==> src/tmbc_pkg.sv <==
// Package with the constants, types and helper functions of the tile map box collision block.
`default_nettype none

package tmbc_pkg;

  localparam int MAP_SIZE    = 16;
  localparam int TILE_PIXELS = 8;
  localparam int MAX_HITS    = 63;

  localparam int IDX_W   = $clog2(MAP_SIZE);
  localparam int PX_W    = 8;
  localparam int COUNT_W = 9;
  localparam int PROD_W  = IDX_W + 6;

  typedef enum logic [1:0] {
    ACT_WRITE = 2'd0,
    ACT_READ  = 2'd1,
    ACT_CHECK = 2'd2
  } action_e;

  typedef enum logic [1:0] {
    ST_IDLE,
    ST_SCAN,
    ST_FINAL
  } state_e;

  typedef struct packed {
    logic [1:0]      action;
    logic [3:0]      tile_col;
    logic [3:0]      tile_row;
    logic            write_value;
    logic [PX_W-1:0] box_left;
    logic [PX_W-1:0] box_right;
    logic [PX_W-1:0] box_top;
    logic [PX_W-1:0] box_bottom;
  } req_t;

  typedef struct packed {
    logic               read_value;
    logic               hit_valid;
    logic [PX_W-1:0]    hit_left;
    logic [PX_W-1:0]    hit_right;
    logic [PX_W-1:0]    hit_top;
    logic [PX_W-1:0]    hit_bottom;
    logic [COUNT_W-1:0] hit_count;
    logic               hit_overflow;
    logic               last;
  } rsp_t;

  typedef struct packed {
    logic load;
    logic step;
    logic emit_hit;
    logic emit_final;
  } ctrl_cmd_t;

  typedef struct packed {
    logic empty;
    logic hit;
    logic under_max;
    logic at_end;
    logic out_free;
  } ctrl_sts_t;

  // Pixel edge of a tile boundary, saturated at the largest pixel value.
  function automatic logic [PX_W-1:0] tile_edge_px(input logic [IDX_W:0] tile);
    logic [PROD_W-1:0] prod;
    prod = PROD_W'(tile) * PROD_W'(TILE_PIXELS);
    if (prod > PROD_W'(255)) begin
      return PX_W'(255);
    end
    return prod[PX_W-1:0];
  endfunction

endpackage

`default_nettype wire

==> src/tmbc_req_if.sv <==
// Request channel interface of the tile map box collision block.
`default_nettype none

interface tmbc_req_if;
  logic          valid;
  logic          ready;
  tmbc_pkg::req_t data;

  modport source (output valid, output data, input ready);
  modport sink (input valid, input data, output ready);
endinterface

`default_nettype wire

==> src/tmbc_rsp_if.sv <==
// Response channel interface of the tile map box collision block.
`default_nettype none

interface tmbc_rsp_if;
  logic          valid;
  logic          ready;
  tmbc_pkg::rsp_t data;

  modport source (output valid, output data, input ready);
  modport sink (input valid, input data, output ready);
endinterface

`default_nettype wire

==> src/tmbc_ctrl.sv <==
// Controller state machine that sequences request intake, the tile scan and the final response.
`default_nettype none

module tmbc_ctrl (
  input  wire logic                clk_i,
  input  wire logic                rst_ni,
  input  wire logic                req_valid_i,
  input  wire logic [1:0]          req_action_i,
  input  wire tmbc_pkg::ctrl_sts_t sts_i,
  output tmbc_pkg::ctrl_cmd_t      cmd_o,
  output logic                     req_ready_o
);
  import tmbc_pkg::*;

  state_e state_q, state_d;

  always_ff @(posedge clk_i or negedge rst_ni) begin
    if (!rst_ni) begin
      state_q <= ST_IDLE;
    end else begin
      state_q <= state_d;
    end
  end

  always_comb begin
    state_d     = state_q;
    cmd_o       = '0;
    req_ready_o = 1'b0;
    case (state_q)
      ST_IDLE: begin
        req_ready_o = 1'b1;
        if (req_valid_i) begin
          cmd_o.load = 1'b1;
          state_d    = (req_action_i == ACT_CHECK) ? ST_SCAN : ST_FINAL;
        end
      end
      ST_SCAN: begin
        if (sts_i.empty) begin
          state_d = ST_FINAL;
        end else if (!(sts_i.hit && sts_i.under_max && !sts_i.out_free)) begin
          cmd_o.step     = 1'b1;
          cmd_o.emit_hit = sts_i.hit && sts_i.under_max;
          if (sts_i.at_end) begin
            state_d = ST_FINAL;
          end
        end
      end
      ST_FINAL: begin
        if (sts_i.out_free) begin
          cmd_o.emit_final = 1'b1;
          state_d          = ST_IDLE;
        end
      end
      default: begin
        state_d = ST_IDLE;
      end
    endcase
  end

endmodule

`default_nettype wire

==> src/tmbc_datapath.sv <==
// Datapath with the tile map, the scan counters, the hit counter and the response register.
`default_nettype none

module tmbc_datapath (
  input  wire logic                clk_i,
  input  wire logic                rst_ni,
  input  wire tmbc_pkg::ctrl_cmd_t cmd_i,
  input  wire tmbc_pkg::req_t      req_data_i,
  output tmbc_pkg::ctrl_sts_t      sts_o,
  input  wire logic                rsp_ready_i,
  output logic                     rsp_valid_o,
  output tmbc_pkg::rsp_t           rsp_data_o
);
  import tmbc_pkg::*;

  logic [MAP_SIZE-1:0] rows_q [MAP_SIZE];
  logic [IDX_W-1:0]    x_q, y_q, tt_q, tb_q, tr_q;
  logic                empty_q;
  logic                rd_q;
  logic [COUNT_W-1:0]  count_q;
  logic                rsp_valid_q;
  rsp_t                rsp_data_q;

  logic [PX_W-1:0]  tl_full, tr_full, tt_full, tb_full;
  logic [IDX_W-1:0] tr_clamp, tb_clamp;
  logic             in_map;
  logic [IDX_W-1:0] col_idx, row_idx;
  logic [IDX_W-1:0] col_bit;
  logic             box_empty;
  rsp_t             hit_rsp, final_rsp;

  assign tl_full = PX_W'(req_data_i.box_left / TILE_PIXELS);
  assign tr_full = PX_W'(req_data_i.box_right / TILE_PIXELS);
  assign tt_full = PX_W'(req_data_i.box_top / TILE_PIXELS);
  assign tb_full = PX_W'(req_data_i.box_bottom / TILE_PIXELS);

  assign tr_clamp = (tr_full > PX_W'(MAP_SIZE - 1)) ? IDX_W'(MAP_SIZE - 1) : tr_full[IDX_W-1:0];
  assign tb_clamp = (tb_full > PX_W'(MAP_SIZE - 1)) ? IDX_W'(MAP_SIZE - 1) : tb_full[IDX_W-1:0];

  assign box_empty = (tl_full > PX_W'(tr_clamp)) || (tt_full > PX_W'(tb_clamp));

  assign in_map  = ({1'b0, req_data_i.tile_col} < 5'(MAP_SIZE)) &&
                   ({1'b0, req_data_i.tile_row} < 5'(MAP_SIZE));
  assign col_idx = req_data_i.tile_col[IDX_W-1:0];
  assign row_idx = req_data_i.tile_row[IDX_W-1:0];
  assign col_bit = IDX_W'(MAP_SIZE - 1) - col_idx;

  // Tile map, leftmost column in the most significant bit of each row word.
  always_ff @(posedge clk_i or negedge rst_ni) begin
    if (!rst_ni) begin
      for (int r = 0; r < MAP_SIZE; r++) begin
        rows_q[r] <= '0;
      end
    end else if (cmd_i.load && req_data_i.action == ACT_WRITE && in_map) begin
      rows_q[row_idx][col_bit] <= req_data_i.write_value;
    end
  end

  always_ff @(posedge clk_i or negedge rst_ni) begin
    if (!rst_ni) begin
      count_q <= '0;
      empty_q <= 1'b0;
      rd_q    <= 1'b0;
    end else if (cmd_i.load) begin
      count_q <= '0;
      empty_q <= box_empty;
      rd_q    <= (req_data_i.action == ACT_READ) && in_map && rows_q[row_idx][col_bit];
    end else if (cmd_i.step) begin
      count_q <= count_q + COUNT_W'(sts_o.hit);
    end
  end

  always_ff @(posedge clk_i) begin
    if (cmd_i.load) begin
      x_q  <= tl_full[IDX_W-1:0];
      y_q  <= tt_full[IDX_W-1:0];
      tt_q <= tt_full[IDX_W-1:0];
      tb_q <= tb_clamp;
      tr_q <= tr_clamp;
    end else if (cmd_i.step) begin
      if (y_q == tb_q) begin
        y_q <= tt_q;
        x_q <= x_q + IDX_W'(1);
      end else begin
        y_q <= y_q + IDX_W'(1);
      end
    end
  end

  assign sts_o.empty     = empty_q;
  assign sts_o.hit       = rows_q[y_q][IDX_W'(MAP_SIZE - 1) - x_q];
  assign sts_o.under_max = count_q < COUNT_W'(MAX_HITS);
  assign sts_o.at_end    = (x_q == tr_q) && (y_q == tb_q);
  assign sts_o.out_free  = !rsp_valid_q || rsp_ready_i;

  always_comb begin
    hit_rsp            = '0;
    hit_rsp.hit_valid  = 1'b1;
    hit_rsp.hit_left   = tile_edge_px({1'b0, x_q});
    hit_rsp.hit_right  = tile_edge_px({1'b0, x_q} + (IDX_W + 1)'(1));
    hit_rsp.hit_top    = tile_edge_px({1'b0, y_q});
    hit_rsp.hit_bottom = tile_edge_px({1'b0, y_q} + (IDX_W + 1)'(1));

    final_rsp              = '0;
    final_rsp.read_value   = rd_q;
    final_rsp.hit_count    = count_q;
    final_rsp.hit_overflow = count_q > COUNT_W'(MAX_HITS);
    final_rsp.last         = 1'b1;
  end

  always_ff @(posedge clk_i or negedge rst_ni) begin
    if (!rst_ni) begin
      rsp_valid_q <= 1'b0;
    end else if (cmd_i.emit_hit || cmd_i.emit_final) begin
      rsp_valid_q <= 1'b1;
    end else if (rsp_ready_i) begin
      rsp_valid_q <= 1'b0;
    end
  end

  always_ff @(posedge clk_i) begin
    if (cmd_i.emit_hit) begin
      rsp_data_q <= hit_rsp;
    end else if (cmd_i.emit_final) begin
      rsp_data_q <= final_rsp;
    end
  end

  assign rsp_valid_o = rsp_valid_q;
  assign rsp_data_o  = rsp_data_q;

endmodule

`default_nettype wire

==> src/tile_map_box_collision.sv <==
// Top level of the tile map box collision block: controller, datapath and checks.
//
//   Channel  Direction  Carries
//   req_i    in         one request: write tile, read tile or check box
//   rsp_o    out        hit rectangles, then one final item marked last
//
// A write or read request passes through intake, then the final response.
// A box check scans one tile per cycle inside the box bounds while no hit waits on a stalled
// response register, then gives the final item; when the bounds hold no tile, none is scanned.
// Reset is asynchronous and clears the tile map at once; no clearing pass is needed.
// A stalled response register holds the scan only on a tile that is emitted as a hit,
// and holds the final item until the register can take it.
`default_nettype none

module tile_map_box_collision (
  input wire logic  clk_i,
  input wire logic  rst_ni,
  tmbc_req_if.sink  req_i,
  tmbc_rsp_if.source rsp_o
);
  import tmbc_pkg::*;

  ctrl_cmd_t cmd;
  ctrl_sts_t sts;

  tmbc_ctrl u_ctrl (
    .clk_i       (clk_i),
    .rst_ni      (rst_ni),
    .req_valid_i (req_i.valid),
    .req_action_i(req_i.data.action),
    .sts_i       (sts),
    .cmd_o       (cmd),
    .req_ready_o (req_i.ready)
  );

  tmbc_datapath u_datapath (
    .clk_i      (clk_i),
    .rst_ni     (rst_ni),
    .cmd_i      (cmd),
    .req_data_i (req_i.data),
    .sts_o      (sts),
    .rsp_ready_i(rsp_o.ready),
    .rsp_valid_o(rsp_o.valid),
    .rsp_data_o (rsp_o.data)
  );

  // Loading, emitting a hit and emitting the final item never happen together.
  assert property (@(posedge clk_i) disable iff (!rst_ni)
    $onehot0({cmd.load, cmd.emit_hit, cmd.emit_final}))
    else $error("conflicting datapath commands");

  // A response is only written when the response register can take it.
  assert property (@(posedge clk_i) disable iff (!rst_ni)
    (cmd.emit_hit || cmd.emit_final) |-> sts.out_free)
    else $error("response written while the register is full");

  // A hit rectangle is only emitted while below the emission limit.
  assert property (@(posedge clk_i) disable iff (!rst_ni)
    cmd.emit_hit |-> (sts.hit && sts.under_max))
    else $error("hit emitted beyond the limit or without a solid tile");

  // The overflow flag appears only on a final item whose count exceeds the limit.
  assert property (@(posedge clk_i) disable iff (!rst_ni)
    (rsp_o.valid && rsp_o.data.hit_overflow) |->
      (rsp_o.data.last && rsp_o.data.hit_count > COUNT_W'(MAX_HITS)))
    else $error("overflow flag without an exceeded count");

endmodule

`default_nettype wire

==> src/flat_wrapper.sv <==
// flat-port wrapper written by rule: the top's interface ports become plain ports
module tile_map_box_collision_flat import tmbc_pkg::*;
  (clk_i, rst_ni, req_i_valid, req_i_data, req_i_ready, rsp_o_valid, rsp_o_data, rsp_o_ready);
  tmbc_req_if req_i_i ();
  tmbc_rsp_if rsp_o_i ();
  input wire logic clk_i;
  input wire logic rst_ni;
  input wire logic [$bits(req_i_i.valid)-1:0] req_i_valid;
  input wire logic [$bits(req_i_i.data)-1:0] req_i_data;
  output wire logic [$bits(req_i_i.ready)-1:0] req_i_ready;
  output wire logic [$bits(rsp_o_i.valid)-1:0] rsp_o_valid;
  output wire logic [$bits(rsp_o_i.data)-1:0] rsp_o_data;
  input wire logic [$bits(rsp_o_i.ready)-1:0] rsp_o_ready;
  assign req_i_i.valid = req_i_valid;
  assign req_i_i.data = req_i_data;
  assign req_i_ready = req_i_i.ready;
  assign rsp_o_valid = rsp_o_i.valid;
  assign rsp_o_data = rsp_o_i.data;
  assign rsp_o_i.ready = rsp_o_ready;
  tile_map_box_collision u_core (.clk_i(clk_i), .rst_ni(rst_ni), .req_i(req_i_i), .rsp_o(rsp_o_i));
endmodule
==> config.mk <==
export PLATFORM = sky130hd
export DESIGN_NAME = tile_map_box_collision_flat
export DESIGN_NICKNAME = d
export VERILOG_FILES = /design/src/tmbc_pkg.sv /design/src/tmbc_req_if.sv /design/src/tmbc_rsp_if.sv /design/src/tmbc_ctrl.sv /design/src/tmbc_datapath.sv /design/src/tile_map_box_collision.sv /design/src/flat_wrapper.sv
export SDC_FILE = /design/constraint.sdc
export NUM_CORES = 1
export LEC_CHECK = 0
export ABC_CLOCK_PERIOD_IN_PS = 9600
export BUFFER_PORTS_ARGS = -buffer_cell sky130_fd_sc_hd__buf_2
export CORE_MARGIN = 1.5
export CORE_UTILIZATION = 30
export CTS_BUF_LIST = sky130_fd_sc_hd__clkbuf_16
export CTS_CLUSTER_SIZE = 30
export DETAILED_ROUTE_END_ITERATION = 6
export GPL_ROUTABILITY_DRIVEN = 1
export MAX_ROUTING_LAYER = met4
export PLACE_DENSITY_LB_ADDON = 0.12
export SETUP_SLACK_MARGIN = 0.2
export SYNTH_ARGS = -nofsm -noshare
export SYNTH_HDL_FRONTEND = slang
export SYNTH_SLANG_ARGS = --single-unit
==> constraint.sdc <==
create_clock -name clk_i -period 9.6 [get_ports clk_i]
set_clock_uncertainty 0.05 [all_clocks]
set_input_delay 1.44 -clock clk_i [delete_from_list [all_inputs] [get_ports clk_i]]
set_output_delay 1.44 -clock clk_i [all_outputs]
set_load 0.02 [all_outputs]
==> flow_metrics.env <==
export IMPL_outcome="completed"
export IMPL_grt_overflow_total=0
export IMPL_synth_seq_cells=321
export IMPL_wl_per_cell_um=24.7
export IMPL_rrSetupSlack_ns=4.65
export IMPL_ys_seq_area_frac=0.448
export IMPL_vias=12300
export IMPL_cp_start_kind="flip-flop"
export IMPL_required_ns=9.75
export IMPL_synthMuxAreaShare=0.341
export IMPL_path_cells="buf_4 -> buf_4 -> mux4_2 -> a22oi_1 -> a31oi_1 -> o32ai_1 -> and3_1 -> nor4b_4 -> nand2b_1 -> o21ai_0"
export IMPL_clkTransAtPathRegs_ns=0.06
export IMPL_vdd_drop_max_uv=124
export IMPL_hold_buffers=0
export IMPL_synth_top_family_by_area="multiplexers"
export IMPL_area_delta_synth_final_pct=11.1
export IMPL_critical_path_slowest_cell="buf_4"
export IMPL_cts_setup_buffers=0
export IMPL_end_kind="flip-flop"
export IMPL_grt_start_max_net_pins=165
export IMPL_rsz0062_at_grt="false"
export IMPL_antenna_found_initial=1
export IMPL_grt_pass1_vias=12600
export IMPL_cts_buffers=40
export IMPL_die_area_um2=62200
export IMPL_final_cells=2341
export IMPL_p_leak_nw=8.66
export IMPL_finalCriticalPeriod_ns=4.95
export IMPL_die_w_um=249
export IMPL_endpoint="u_core.u_datapath.x_q[2]"
export IMPL_routed_via_density=5.24
export IMPL_cp_arrival_ns=5.10
export IMPL_drt_antenna_violating_nets=0
export IMPL_synthArstFlopShare=0.841
export IMPL_synth_compound_area_frac=0.0400
export IMPL_powerDensity_nw_per_um2=187
export IMPL_cap_violations=0
export IMPL_fin_ws_ns=4.65
export IMPL_drc_errors=0
export IMPL_fin_crit_sh=0.515
export IMPL_ioPinCount=94
export IMPL_max_stage_delay_ns=0.81
export IMPL_final_cell_mix="dfrtp_1 (270), mux2_2 (259), nor2_1 (243)"
export IMPL_cts_tree="built"
export IMPL_worstSkewPairLatency_ns=0.57
export IMPL_root_buffer="clkbuf_16"
export IMPL_cp_startpoint="u_core.u_datapath.y_q[0]"
export IMPL_hp_class="reg2reg"
export IMPL_reg2reg_to="u_core.u_datapath.x_q[2]"
export IMPL_ys_flop_type="dfrtp_1"
export IMPL_drive_gt1_frac=0.342
export IMPL_syn_avg_cell_area_um2=11.9
export IMPL_initial_core_util=0.303
export IMPL_tightest_slew_ns=1.26
export IMPL_synthXorXnorAreaFrac=0.00577
export IMPL_port_buffer_count=67
export IMPL_fp_dieH_um=249
export IMPL_crit_top_cell="buf_4"
export IMPL_cts_resized=0
export IMPL_slew_headroom=0.155
export IMPL_setup_viol=0
export IMPL_hpwlAfterDp_um=34500
export IMPL_cts_buffer_depth=3
export IMPL_drt_iter0_markers=819
export IMPL_regToRegStartpoint="u_core.u_datapath.y_q[0]"
export IMPL_place_congestion=0.819
export IMPL_dp_cells=2270
export IMPL_dr_pass1_iters=5
export IMPL_worstSetupPathType="reg2reg"
export IMPL_fin_setup_tns_ns=0
export IMPL_slew_violations=0
export IMPL_layout_commonest_cell="dfrtp_1"
export IMPL_cts_htree_levels=2
export IMPL_grt_pass1_wl_um=86000
export IMPL_clock_sinks=321
export IMPL_synth_edf_count=38
export IMPL_syn_area_um2=18200
export IMPL_grt_use_total=0.192
export IMPL_synthDistinctLibCells=67
export IMPL_synth_simple_area_share=0.116
export IMPL_routed_wl_um=57800
export IMPL_yosysWarnings=0
export IMPL_finalHoldViolCount=0
export IMPL_ff2ff_path_depth=10
export IMPL_core_um2=60100
export IMPL_layout_nets=1589
export IMPL_synth_cells=1524
export IMPL_max_clock_freq_ghz=0.202
export IMPL_pre_cts_slack_ns=4.28
export IMPL_core_rowCount=90
export IMPL_yosys_area_share_adder=0.00825
export IMPL_cp_max_fo=39
## per-stage QoR
step / instance area (um2) / utilization / total power (W) / hold slack, ns
floorplan: 18300 / - / 0.00213 / 0.400
global placement: 19100 / 0.317 / 0.00246 / 0.379
detailed placement: 19100 / 0.317 / 0.00245 / 0.385
CTS: 20200 / 0.336 / 0.00385 / 0.394
global route: 20200 / 0.336 / 0.00396 / 0.407
finish: 20200 / 0.336 / 0.00378 / 0.391
## layer usage
metal  track usage  up-vias  routed length, um
met4        0.0437        0               1080
met3        0.0260       74               2450
met2         0.307      299              27600
met1         0.258     6387              26700
met5             -        -                  0
li1              -     5515                  -
## power breakdown
group	internal [W]	switching (W)
registers	0.00147	0.0000476
clock network	0.000767	0.000604
logic	0.000277	0.000614
## state kept, by name, summed over array words and instances (netlist names)
register and cells:
u_core.u_datapath.tb_q 4, u_core.u_datapath.x_q 4, u_core.u_datapath.rsp_valid_o 1, u_core.u_ctrl.state_q 2, u_core.u_datapath.rsp_data_o 31, u_core.u_datapath.rows_q 256, u_core.u_datapath.count_q 9, u_core.u_datapath.y_q 4
u_core.u_datapath.tr_q 4, u_core.u_datapath.tt_q 4, u_core.u_datapath.empty_q 1, u_core.u_datapath.rd_q 1
## worst max-delay path: cells and delay by family (launching register included)
| family | cells | cell delay (ns) |
|---|---|---|
| compound gates | 4 | 1.39 |
| buf+inv | 2 | 1.24 |
| simple gates | 3 | 0.86 |
| mux | 1 | 0.62 |
| flops | 1 | 0.38 |
## cell usage after synthesis (3+ instances only)
| library cell | count | area (um2) |
|---|---|---|
| nor2b_1 | 15 | 93.8 |
| a21oi_1 | 19 | 95.1 |
| mux2_2 | 259 | 2920 |
| a31oi_1 | 3 | 18.8 |
| buf_6 | 5 | 56.3 |
| nand4_1 | 6 | 37.5 |
| nand2_1 | 151 | 567 |
| a22oi_1 | 21 | 158 |
| nand2b_1 | 14 | 87.6 |
| clkbuf_1 | 83 | 312 |
| buf_1 | 8 | 30.0 |
| ha_1 | 12 | 150 |
| buf_2 | 19 | 95.1 |
| mux2i_1 | 39 | 390 |
| o21ai_0 | 10 | 50.1 |
| a311oi_1 | 5 | 43.8 |
| or3_1 | 4 | 25.0 |
| a21boi_1 | 8 | 60.1 |
| and3_1 | 4 | 25.0 |
| or2_2 | 3 | 18.8 |
| inv_1 | 20 | 75.1 |
| and3b_1 | 3 | 26.3 |
| nor2_1 | 243 | 912 |
| o22ai_1 | 3 | 18.8 |
| xnor2_1 | 11 | 96.3 |
| edfxtp_1 | 38 | 1140 |
| dfxtp_1 | 13 | 260 |
| nor3_1 | 14 | 70.1 |
| a22o_1 | 5 | 43.8 |
| buf_4 | 17 | 128 |
| dfrtp_1 | 270 | 6760 |
| a211oi_1 | 3 | 22.5 |
| mux4_2 | 129 | 2910 |
| nand3_1 | 22 | 110 |
## worst min-delay path by stage
stage / startpoint / end / cells past startpoint
after CTS: u_core.u_datapath.rsp_data_o[43] / u_core.u_datapath.rsp_data_o[43] / 2
final: u_core.u_datapath.rsp_data_o[43] / u_core.u_datapath.rsp_data_o[43] / 2
after global routing: u_core.u_datapath.rsp_data_o[43] / u_core.u_datapath.rsp_data_o[43] / 2
after global placement: u_core.u_datapath.rsp_data_o[43] / u_core.u_datapath.rsp_data_o[43] / 2
after detailed placement: u_core.u_datapath.rsp_data_o[43] / u_core.u_datapath.rsp_data_o[43] / 2
after floorplan: u_core.u_datapath.rd_q / u_core.u_datapath.rd_q / 2
## final cells by class
cell class                      count  area [um2]
Antenna cell                        1        2.50
Clock buffer                       41        1030
Clock inverter                     29         123
Fill cell                        6043       39900
Inverter                           22        82.6
Multi-Input combinational cell   1060        9350
Sequential cell                   321        8160
Tap cell                          782         978
Timing Repair Buffer               85         504
## cells by family (layout without fill, tap and decap cells)
| group | Yosys count | in the layout |
|---|---|---|
| AOI/OAI and AO/OA | 102 | 102 |
| xor gates and xnor gates | 12 | 12 |
| adders and majority gates | 12 | 12 |
| buffers and inverters | 156 | 177 |
| DFF | 321 | 321 |
| muxes | 427 | 427 |
| other | 1 | 15 |
| and+or+nand+nor | 493 | 493 |
No activity file was read; power rests on OpenSTA's default activity.
